$ cat src/sv/sha_pkg.sv
// Shared types and constants for the SHA-256 hash engine.
`timescale 1ns / 1ps
`default_nettype none
package sha_pkg;

   typedef logic [31:0] word_type;
   typedef word_type [7:0] vars_type;

   typedef enum logic [2:0] {
      S_IDLE,
      S_ROUND,
      S_FINAL,
      S_PAD,
      S_LEN,
      S_OUT
   } state_type;

   typedef enum logic [1:0] {
      PH_DATA,
      PH_PAD,
      PH_LEN
   } phase_type;

   localparam logic [7:0] PAD_BYTE   = 8'h80;
   localparam logic [5:0] LEN_POS    = 6'd56;
   localparam logic [5:0] LAST_ROUND = 6'd63;
   localparam logic [2:0] LAST_INDEX = 3'd7;

   localparam word_type INIT_H [8] = '{
      32'h6a09e667, 32'hbb67ae85, 32'h3c6ef372, 32'ha54ff53a,
      32'h510e527f, 32'h9b05688c, 32'h1f83d9ab, 32'h5be0cd19
   };

   localparam word_type ROUND_K [64] = '{
      32'h428a2f98, 32'h71374491, 32'hb5c0fbcf, 32'he9b5dba5,
      32'h3956c25b, 32'h59f111f1, 32'h923f82a4, 32'hab1c5ed5,
      32'hd807aa98, 32'h12835b01, 32'h243185be, 32'h550c7dc3,
      32'h72be5d74, 32'h80deb1fe, 32'h9bdc06a7, 32'hc19bf174,
      32'he49b69c1, 32'hefbe4786, 32'h0fc19dc6, 32'h240ca1cc,
      32'h2de92c6f, 32'h4a7484aa, 32'h5cb0a9dc, 32'h76f988da,
      32'h983e5152, 32'ha831c66d, 32'hb00327c8, 32'hbf597fc7,
      32'hc6e00bf3, 32'hd5a79147, 32'h06ca6351, 32'h14292967,
      32'h27b70a85, 32'h2e1b2138, 32'h4d2c6dfc, 32'h53380d13,
      32'h650a7354, 32'h766a0abb, 32'h81c2c92e, 32'h92722c85,
      32'ha2bfe8a1, 32'ha81a664b, 32'hc24b8b70, 32'hc76c51a3,
      32'hd192e819, 32'hd6990624, 32'hf40e3585, 32'h106aa070,
      32'h19a4c116, 32'h1e376c08, 32'h2748774c, 32'h34b0bcb5,
      32'h391c0cb3, 32'h4ed8aa4a, 32'h5b9cca4f, 32'h682e6ff3,
      32'h748f82ee, 32'h78a5636f, 32'h84c87814, 32'h8cc70208,
      32'h90befffa, 32'ha4506ceb, 32'hbef9a3f7, 32'hc67178f2
   };

endpackage
`default_nettype wire

$ cat src/sv/sha_round.sv
// One SHA-256 compression round with the message schedule step.
`timescale 1ns / 1ps
`default_nettype none
module sha_round
   import sha_pkg::*;
(
   input  vars_type v,
   input  word_type k,
   input  logic     sched,
   input  word_type w0,
   input  word_type w1,
   input  word_type w9,
   input  word_type w14,
   output vars_type v_next,
   output word_type w_cur
);

   word_type s0w;
   word_type s1w;
   word_type big_s0;
   word_type big_s1;
   word_type ch;
   word_type mj;
   word_type t1;
   word_type t2;

   always_comb begin
      s0w = {w1[6:0], w1[31:7]} ^ {w1[17:0], w1[31:18]} ^ (w1 >> 3);
      s1w = {w14[16:0], w14[31:17]} ^ {w14[18:0], w14[31:19]} ^ (w14 >> 10);
      w_cur = sched ? (w0 + s0w + w9 + s1w) : w0;

      big_s1 = {v[4][5:0], v[4][31:6]} ^ {v[4][10:0], v[4][31:11]}
             ^ {v[4][24:0], v[4][31:25]};
      ch = (v[4] & v[5]) ^ (~v[4] & v[6]);
      t1 = v[7] + big_s1 + ch + k + w_cur;

      big_s0 = {v[0][1:0], v[0][31:2]} ^ {v[0][12:0], v[0][31:13]}
             ^ {v[0][21:0], v[0][31:22]};
      mj = (v[0] & v[1]) ^ (v[0] & v[2]) ^ (v[1] & v[2]);
      t2 = big_s0 + mj;

      v_next[0] = t1 + t2;
      v_next[1] = v[0];
      v_next[2] = v[1];
      v_next[3] = v[2];
      v_next[4] = v[3] + t1;
      v_next[5] = v[4];
      v_next[6] = v[5];
      v_next[7] = v[6];
   end

endmodule
`default_nettype wire

$ cat src/sv/sha256_hash_engine.sv
// SHA-256 hash engine: byte stream in, eight digest words out.
// Usage:
//   req channel: one word per handshake, a message byte with byte_present and
//   last_item flags. byte_present 0 with last_item 1 closes an empty tail.
//   rsp channel: after a last item, eight digest words, index 0 first,
//   last_word set on index 7. The engine then returns to the initial hash.
// Timing:
//   A byte that does not complete a block and is not a last item is taken and the engine stays idle.
//   A byte that completes a 64-byte block starts the compression: 64 rounds
//   at one per cycle through the single round unit, then a fold step into
//   the hash (S_FINAL), after which req_ready returns.
//   A last item adds a padding step (S_PAD), an optional extra block
//   when 56 or more bytes sit in the buffer, a length step (S_LEN), the
//   compression, then eight digest words, one per cycle if rsp_ready is high.
//   req_ready is high only while idle.
// Reset: synchronous, active high; loads the initial hash, clears the count.
// Stall: a digest word is held in its register until rsp_ready takes it;
//   nothing else moves meanwhile.
`timescale 1ns / 1ps
`default_nettype none
module sha256_hash_engine
   import sha_pkg::*;
(
   input  logic        clock,
   input  logic        reset,
   input  logic        req_valid,
   output logic        req_ready,
   input  logic [7:0]  req_data_byte,
   input  logic        req_byte_present,
   input  logic        req_last_item,
   output logic        rsp_valid,
   input  logic        rsp_ready,
   output logic [31:0] rsp_digest_word,
   output logic [2:0]  rsp_word_index,
   output logic        rsp_last_word
);

   state_type   state_ff, state_in;
   phase_type   phase_ff, phase_in;
   logic        last_pend_ff, last_pend_in;
   logic [5:0]  round_ff, round_in;
   logic [60:0] count_ff, count_in;
   logic [2:0]  out_idx_ff, out_idx_in;
   vars_type    hash_ff, hash_in;
   vars_type    v_ff, v_in;
   word_type    win_ff [16];
   word_type    win_in [16];

   logic        req_accept;
   logic        rsp_accept;
   logic        start_rounds;
   logic [60:0] count_inc;
   logic [5:0]  pos;
   logic [63:0] len_bits;
   vars_type    v_next;
   word_type    w_cur;

   assign req_accept = req_valid && req_ready;
   assign rsp_accept = rsp_valid && rsp_ready;
   assign count_inc  = count_ff + 61'd1;
   assign pos        = count_ff[5:0];
   assign len_bits   = {count_ff, 3'b000};

   sha_round u_round (
      .v      (v_ff),
      .k      (ROUND_K[round_ff]),
      .sched  (round_ff[5:4] != 2'b00),
      .w0     (win_ff[0]),
      .w1     (win_ff[1]),
      .w9     (win_ff[9]),
      .w14    (win_ff[14]),
      .v_next (v_next),
      .w_cur  (w_cur)
   );

   // next state
   always_comb begin
      state_in = state_ff;
      case (state_ff)
         S_IDLE: begin
            if (req_valid) begin
               if (req_byte_present && (count_inc[5:0] == 6'd0)) begin
                  state_in = S_ROUND;
               end else if (req_last_item) begin
                  state_in = S_PAD;
               end
            end
         end
         S_ROUND: begin
            if (round_ff == LAST_ROUND) begin
               state_in = S_FINAL;
            end
         end
         S_FINAL: begin
            case (phase_ff)
               PH_DATA: state_in = last_pend_ff ? S_PAD : S_IDLE;
               PH_PAD:  state_in = S_LEN;
               PH_LEN:  state_in = S_OUT;
               default: state_in = S_IDLE;
            endcase
         end
         S_PAD: state_in = (pos >= LEN_POS) ? S_ROUND : S_LEN;
         S_LEN: state_in = S_ROUND;
         S_OUT: begin
            if (rsp_ready && (out_idx_ff == LAST_INDEX)) begin
               state_in = S_IDLE;
            end
         end
         default: state_in = S_IDLE;
      endcase
   end

   // state outputs
   always_comb begin
      req_ready    = 1'b0;
      rsp_valid    = 1'b0;
      start_rounds = 1'b0;
      phase_in     = phase_ff;
      case (state_ff)
         S_IDLE: begin
            req_ready = 1'b1;
            if (req_valid && req_byte_present && (count_inc[5:0] == 6'd0)) begin
               start_rounds = 1'b1;
               phase_in     = PH_DATA;
            end
         end
         S_PAD: begin
            if (pos >= LEN_POS) begin
               start_rounds = 1'b1;
               phase_in     = PH_PAD;
            end
         end
         S_LEN: begin
            start_rounds = 1'b1;
            phase_in     = PH_LEN;
         end
         S_OUT:   rsp_valid = 1'b1;
         default: ;
      endcase
   end

   // schedule window / block buffer
   always_comb begin
      logic [5:0] bpos;
      bpos = '0;
      win_in = win_ff;
      case (state_ff)
         S_IDLE: begin
            if (req_accept && req_byte_present) begin
               for (int j = 0; j < 4; j++) begin
                  if (2'(j) == count_ff[1:0]) begin
                     win_in[count_ff[5:2]][31 - 8 * j -: 8] = req_data_byte;
                  end
               end
            end
         end
         S_PAD: begin
            for (int i = 0; i < 16; i++) begin
               for (int j = 0; j < 4; j++) begin
                  bpos = {4'(i), 2'(j)};
                  if (bpos == pos) begin
                     win_in[i][31 - 8 * j -: 8] = PAD_BYTE;
                  end else if (bpos > pos) begin
                     win_in[i][31 - 8 * j -: 8] = 8'h00;
                  end
               end
            end
         end
         S_LEN: begin
            if (phase_ff == PH_PAD) begin
               for (int i = 0; i < 14; i++) begin
                  win_in[i] = '0;
               end
            end
            win_in[14] = len_bits[63:32];
            win_in[15] = len_bits[31:0];
         end
         S_ROUND: begin
            for (int i = 0; i < 15; i++) begin
               win_in[i] = win_ff[i + 1];
            end
            win_in[15] = w_cur;
         end
         default: ;
      endcase
   end

   // datapath next values
   always_comb begin
      last_pend_in = last_pend_ff;
      count_in     = count_ff;
      out_idx_in   = out_idx_ff;
      hash_in      = hash_ff;
      round_in     = (state_ff == S_ROUND) ? round_ff + 6'd1 : 6'd0;

      if (start_rounds) begin
         v_in = hash_ff;
      end else if (state_ff == S_ROUND) begin
         v_in = v_next;
      end else begin
         v_in = v_ff;
      end

      if (req_accept) begin
         last_pend_in = req_last_item;
         if (req_byte_present) begin
            count_in = count_inc;
         end
      end

      if (state_ff == S_FINAL) begin
         for (int i = 0; i < 8; i++) begin
            hash_in[i] = hash_ff[i] + v_ff[i];
         end
      end

      if (rsp_accept) begin
         out_idx_in = out_idx_ff + 3'd1;
         for (int i = 0; i < 7; i++) begin
            hash_in[i] = hash_ff[i + 1];
         end
         hash_in[7] = INIT_H[out_idx_ff];
         if (out_idx_ff == LAST_INDEX) begin
            count_in = '0;
         end
      end
   end

   always_ff @(posedge clock) begin
      if (reset) begin
         state_ff     <= S_IDLE;
         phase_ff     <= PH_DATA;
         last_pend_ff <= 1'b0;
         round_ff     <= '0;
         count_ff     <= '0;
         out_idx_ff   <= '0;
         for (int i = 0; i < 8; i++) begin
            hash_ff[i] <= INIT_H[i];
         end
      end else begin
         state_ff     <= state_in;
         phase_ff     <= phase_in;
         last_pend_ff <= last_pend_in;
         round_ff     <= round_in;
         count_ff     <= count_in;
         out_idx_ff   <= out_idx_in;
         hash_ff      <= hash_in;
      end
   end

   always_ff @(posedge clock) begin
      v_ff   <= v_in;
      win_ff <= win_in;
   end

   assign rsp_digest_word = hash_ff[0];
   assign rsp_word_index  = out_idx_ff;
   assign rsp_last_word   = (out_idx_ff == LAST_INDEX);

endmodule
`default_nettype wire

$ cat config.mk
export PLATFORM = sky130hd
export DESIGN_NAME = sha256_hash_engine
export DESIGN_NICKNAME = d
export VERILOG_FILES = /design/src/sv/sha_pkg.sv /design/src/sv/sha_round.sv /design/src/sv/sha256_hash_engine.sv
export SDC_FILE = /design/constraint.sdc
export NUM_CORES = 2
export LEC_CHECK = 0
export BUFFER_PORTS_ARGS = -buffer_cell sky130_fd_sc_hd__buf_2
export CORE_MARGIN = 1.5
export CORE_UTILIZATION = 40
export DETAILED_ROUTE_END_ITERATION = 6
export PLACE_DENSITY_LB_ADDON = 0.08
export SKIP_LAST_GASP = 1
export SLEW_MARGIN = 5
export SYNTH_ARGS = -nofsm -noshare
export SYNTH_HDL_FRONTEND = slang
export SYNTH_SLANG_ARGS = --single-unit
$ cat constraint.sdc
create_clock -name clock -period 12.8 [get_ports clock]
set_clock_uncertainty 0.1 [all_clocks]
set_input_delay 1.28 -clock clock [delete_from_list [all_inputs] [get_ports clock]]
set_output_delay 1.28 -clock clock [all_outputs]
set_load 0.005 [all_outputs]
==> results.py <==
metrics = {
    "outcome": {
        "status": "finished with violations",
        "violations": "DRC, capacitance limit",
    },
    "final_layout": {
        "final_cell_mix": "846 x nand2_1, 789 x o21ai_0, 768 x edfxtp_1, 534 x a21oi_1, 424 x nor2_1",
        "synthToLayoutAreaGrowth_pct": 9.20,
        "layout-drive-gt1-share": 0.0831,
        "finalNetCount": 8298,
        "final_common_cell": "nand2_1",
    },
    "critical_path": {
        "crit_required_ps": 13240,
        "slowest_delay_ps": 530,
        "worst_path_max_delay_cell": "a211oi_1",
        "cp-start-kind": "register",
        "crit_fanout": 5,
        "crit_type": "register to register",
        "r2r_cells": 38,
        "crit_top_cell": "fa_1",
        "worstPathArrival_ps": 11620,
        "endpoint_kind": "register",
    },
    "yosys": {
        "synth-edff-count": 768,
        "synth.area.top_cells": "edfxtp_1 31%, dfxtp_1 8.8%, ha_1 7.0%",
        "syn_inst": 7872,
        "ys_types": 106,
        "yosysWarnings": 0,
        "syn_area_um2": 75200,
        "synth.yosys.seq_area_share": 0.395,
        "synthFlopType": "edfxtp_1",
        "synth_fp_nets": 8501,
        "synth.top_cell.area_share": 0.307,
        "ys_ff_latch": 1100,
        "syn_area_per_cell_um2": 9.55,
        "synthArstFlopShare": 0,
        "synth_area_leader_cell": "edfxtp_1",
    },
    "clocking": {
        "ctsLongestPathBuffers": 3,
        "cts_made_buffers": 138,
        "cts-htree-levels": 4,
        "cts_tree": "built",
        "post_cts_buffers": 0,
        "cts_root_buffer": "clkbuf_16",
        "clk_latency_ps": 840,
        "hold_buffers": 0,
        "path_clk_slew_ps": 60,
        "cts_resized": 0,
        "clock_sinks": 1100,
    },
    "sta": {
        "tightest_slew_ps": 1450,
        "fmax_mhz": 89.5,
        "finalMaxSlewViolations": 0,
        "max-slew-margin-rel": 0.00337,
        "finalHoldViolations": 0,
        "rsz0062_at_grt": "false",
        "hold_slack_ps": 372,
        "finalCritPeriodShare": 0.873,
        "period_needed_ps": 11180,
        "finalSetupViolCount": 0,
        "setup_tns_ps": 0,
    },
    "floorplan": {
        "io_pins": 52,
        "dieArea_um2": 191000,
        "die_h_um": 437,
        "coreArea_um2": 186000,
        "rows": 158,
        "die_w_um": 437,
        "start_util": 0.404,
    },
    "global_route": {
        "grt_usage": 0.305,
        "grt_pass1_wl_um": 429000,
        "gr-total-overflow": 0,
        "antenna_found_initial": 5,
        "grt_max_degree": 174,
        "grt_pass1_vias": 60100,
    },
    "worst_hold_path": {
        "min_path_cells": 2,
        "hold_class": "register to register",
    },
    "drt": {
        "vias": 62100,
        "drc": 1,
        "drt-wirelength-per-cell_um": 29.0,
        "via_per_inst": 6.04,
        "drt-pass1-iter-count": 7,
        "ant_nets": 0,
        "drt_iter0_markers": 6148,
        "wl_um": 298000,
    },
    "place": {
        "place.gp.congestion": 0.980,
        "dp_hpwl_um": 220000,
        "portBuffers": 51,
    },
    "run": {
        "maxCapViolations": 1,
    },
}
[cells in the mapped netlist, types with 33 or more instances]
library cell / number
o21a_1: 65
inv_1: 401
a22o_1: 59
mux2i_1: 61
xor2_1: 232
a21o_1: 180
a22oi_1: 138
dfxtp_1: 332
and3_1: 74
a31oi_1: 40
clkbuf_1: 403
o211ai_1: 33
fa_1: 196
nand2_1: 847
buf_1: 49
nor2b_1: 67
nor2_1: 428
mux2_2: 201
ha_1: 419
o21ai_0: 793
a221oi_1: 123
a21oi_1: 535
a211oi_1: 61
xnor2_1: 363
nand3_1: 123
edfxtp_1: 768
nand2b_1: 83
o22ai_1: 43
nor3_1: 97
or3_1: 46
o21bai_1: 44
[critical path, delay by kind of cell, from the launching register on]
family                   cells  cell delay, ps
flip-flops                   1             470
AO/OA/AOI/OAI               18            4630
buffers and inverters        2             130
adder cells (fa/ha/maj)      9            3820
AND/OR/NAND/NOR              4             620
XOR/XNOR                     5            1110
[per-stage QoR]
stage | setup slack [ps] | std cells | util | cell area, µm²
final | 1620 | 10300 | 0.441 | 82100
after CTS | 1770 | 10300 | 0.441 | 82100
after floorplan | 3470 | 7872 | - | 75200
after detailed placement | 1830 | 10000 | 0.417 | 77500
after global routing | 1090 | 10300 | 0.441 | 82100
after global placement | 1780 | 10000 | 0.417 | 77500
[cell families after synthesis]
group | Yosys count | share of synthesized area
AO/OA/AOI/OAI | 2419 | 0.205
XOR/XNOR | 596 | 0.0696
adder cells (fa/ha/maj) | 644 | 0.126
buffers and inverters | 918 | 0.0481
flip-flops | 1100 | 0.395
multiplexers | 266 | 0.0394
AND/OR/NAND/NOR | 1929 | 0.117
[metal layers]
metal,global-route usage,vias up,routed length (µm)
li1,-,28200,-
met1,0.385,30800,122000
met2,0.504,2343,141000
met3,0.0469,619,17500
met4,0.155,0,16800
met5,0,-,0
[final timing paths]
check	slack [ps]	startpoint	endpoint
max	1620	register	v_ff[30]
min	370	last_pend_ff	last_pend_ff
min reg2reg	370	last_pend_ff	last_pend_ff
max reg2reg	1620	register	v_ff[30]
[final cells by class]
type | count | area, µm²
fillers | 18100 | 104000
multi-input cells | 5854 | 42000
flip-flops and latches | 1100 | 29700
clock buffers | 181 | 3720
well taps | 2480 | 3100
inverters | 406 | 1520
repair buffers | 169 | 1190
clock inverters | 74 | 877
diodes | 4 | 10.0
Power is left out: the tool's default activity adds up to more than one toggle a clock period on the data nets, which glitch-free logic cannot reach.
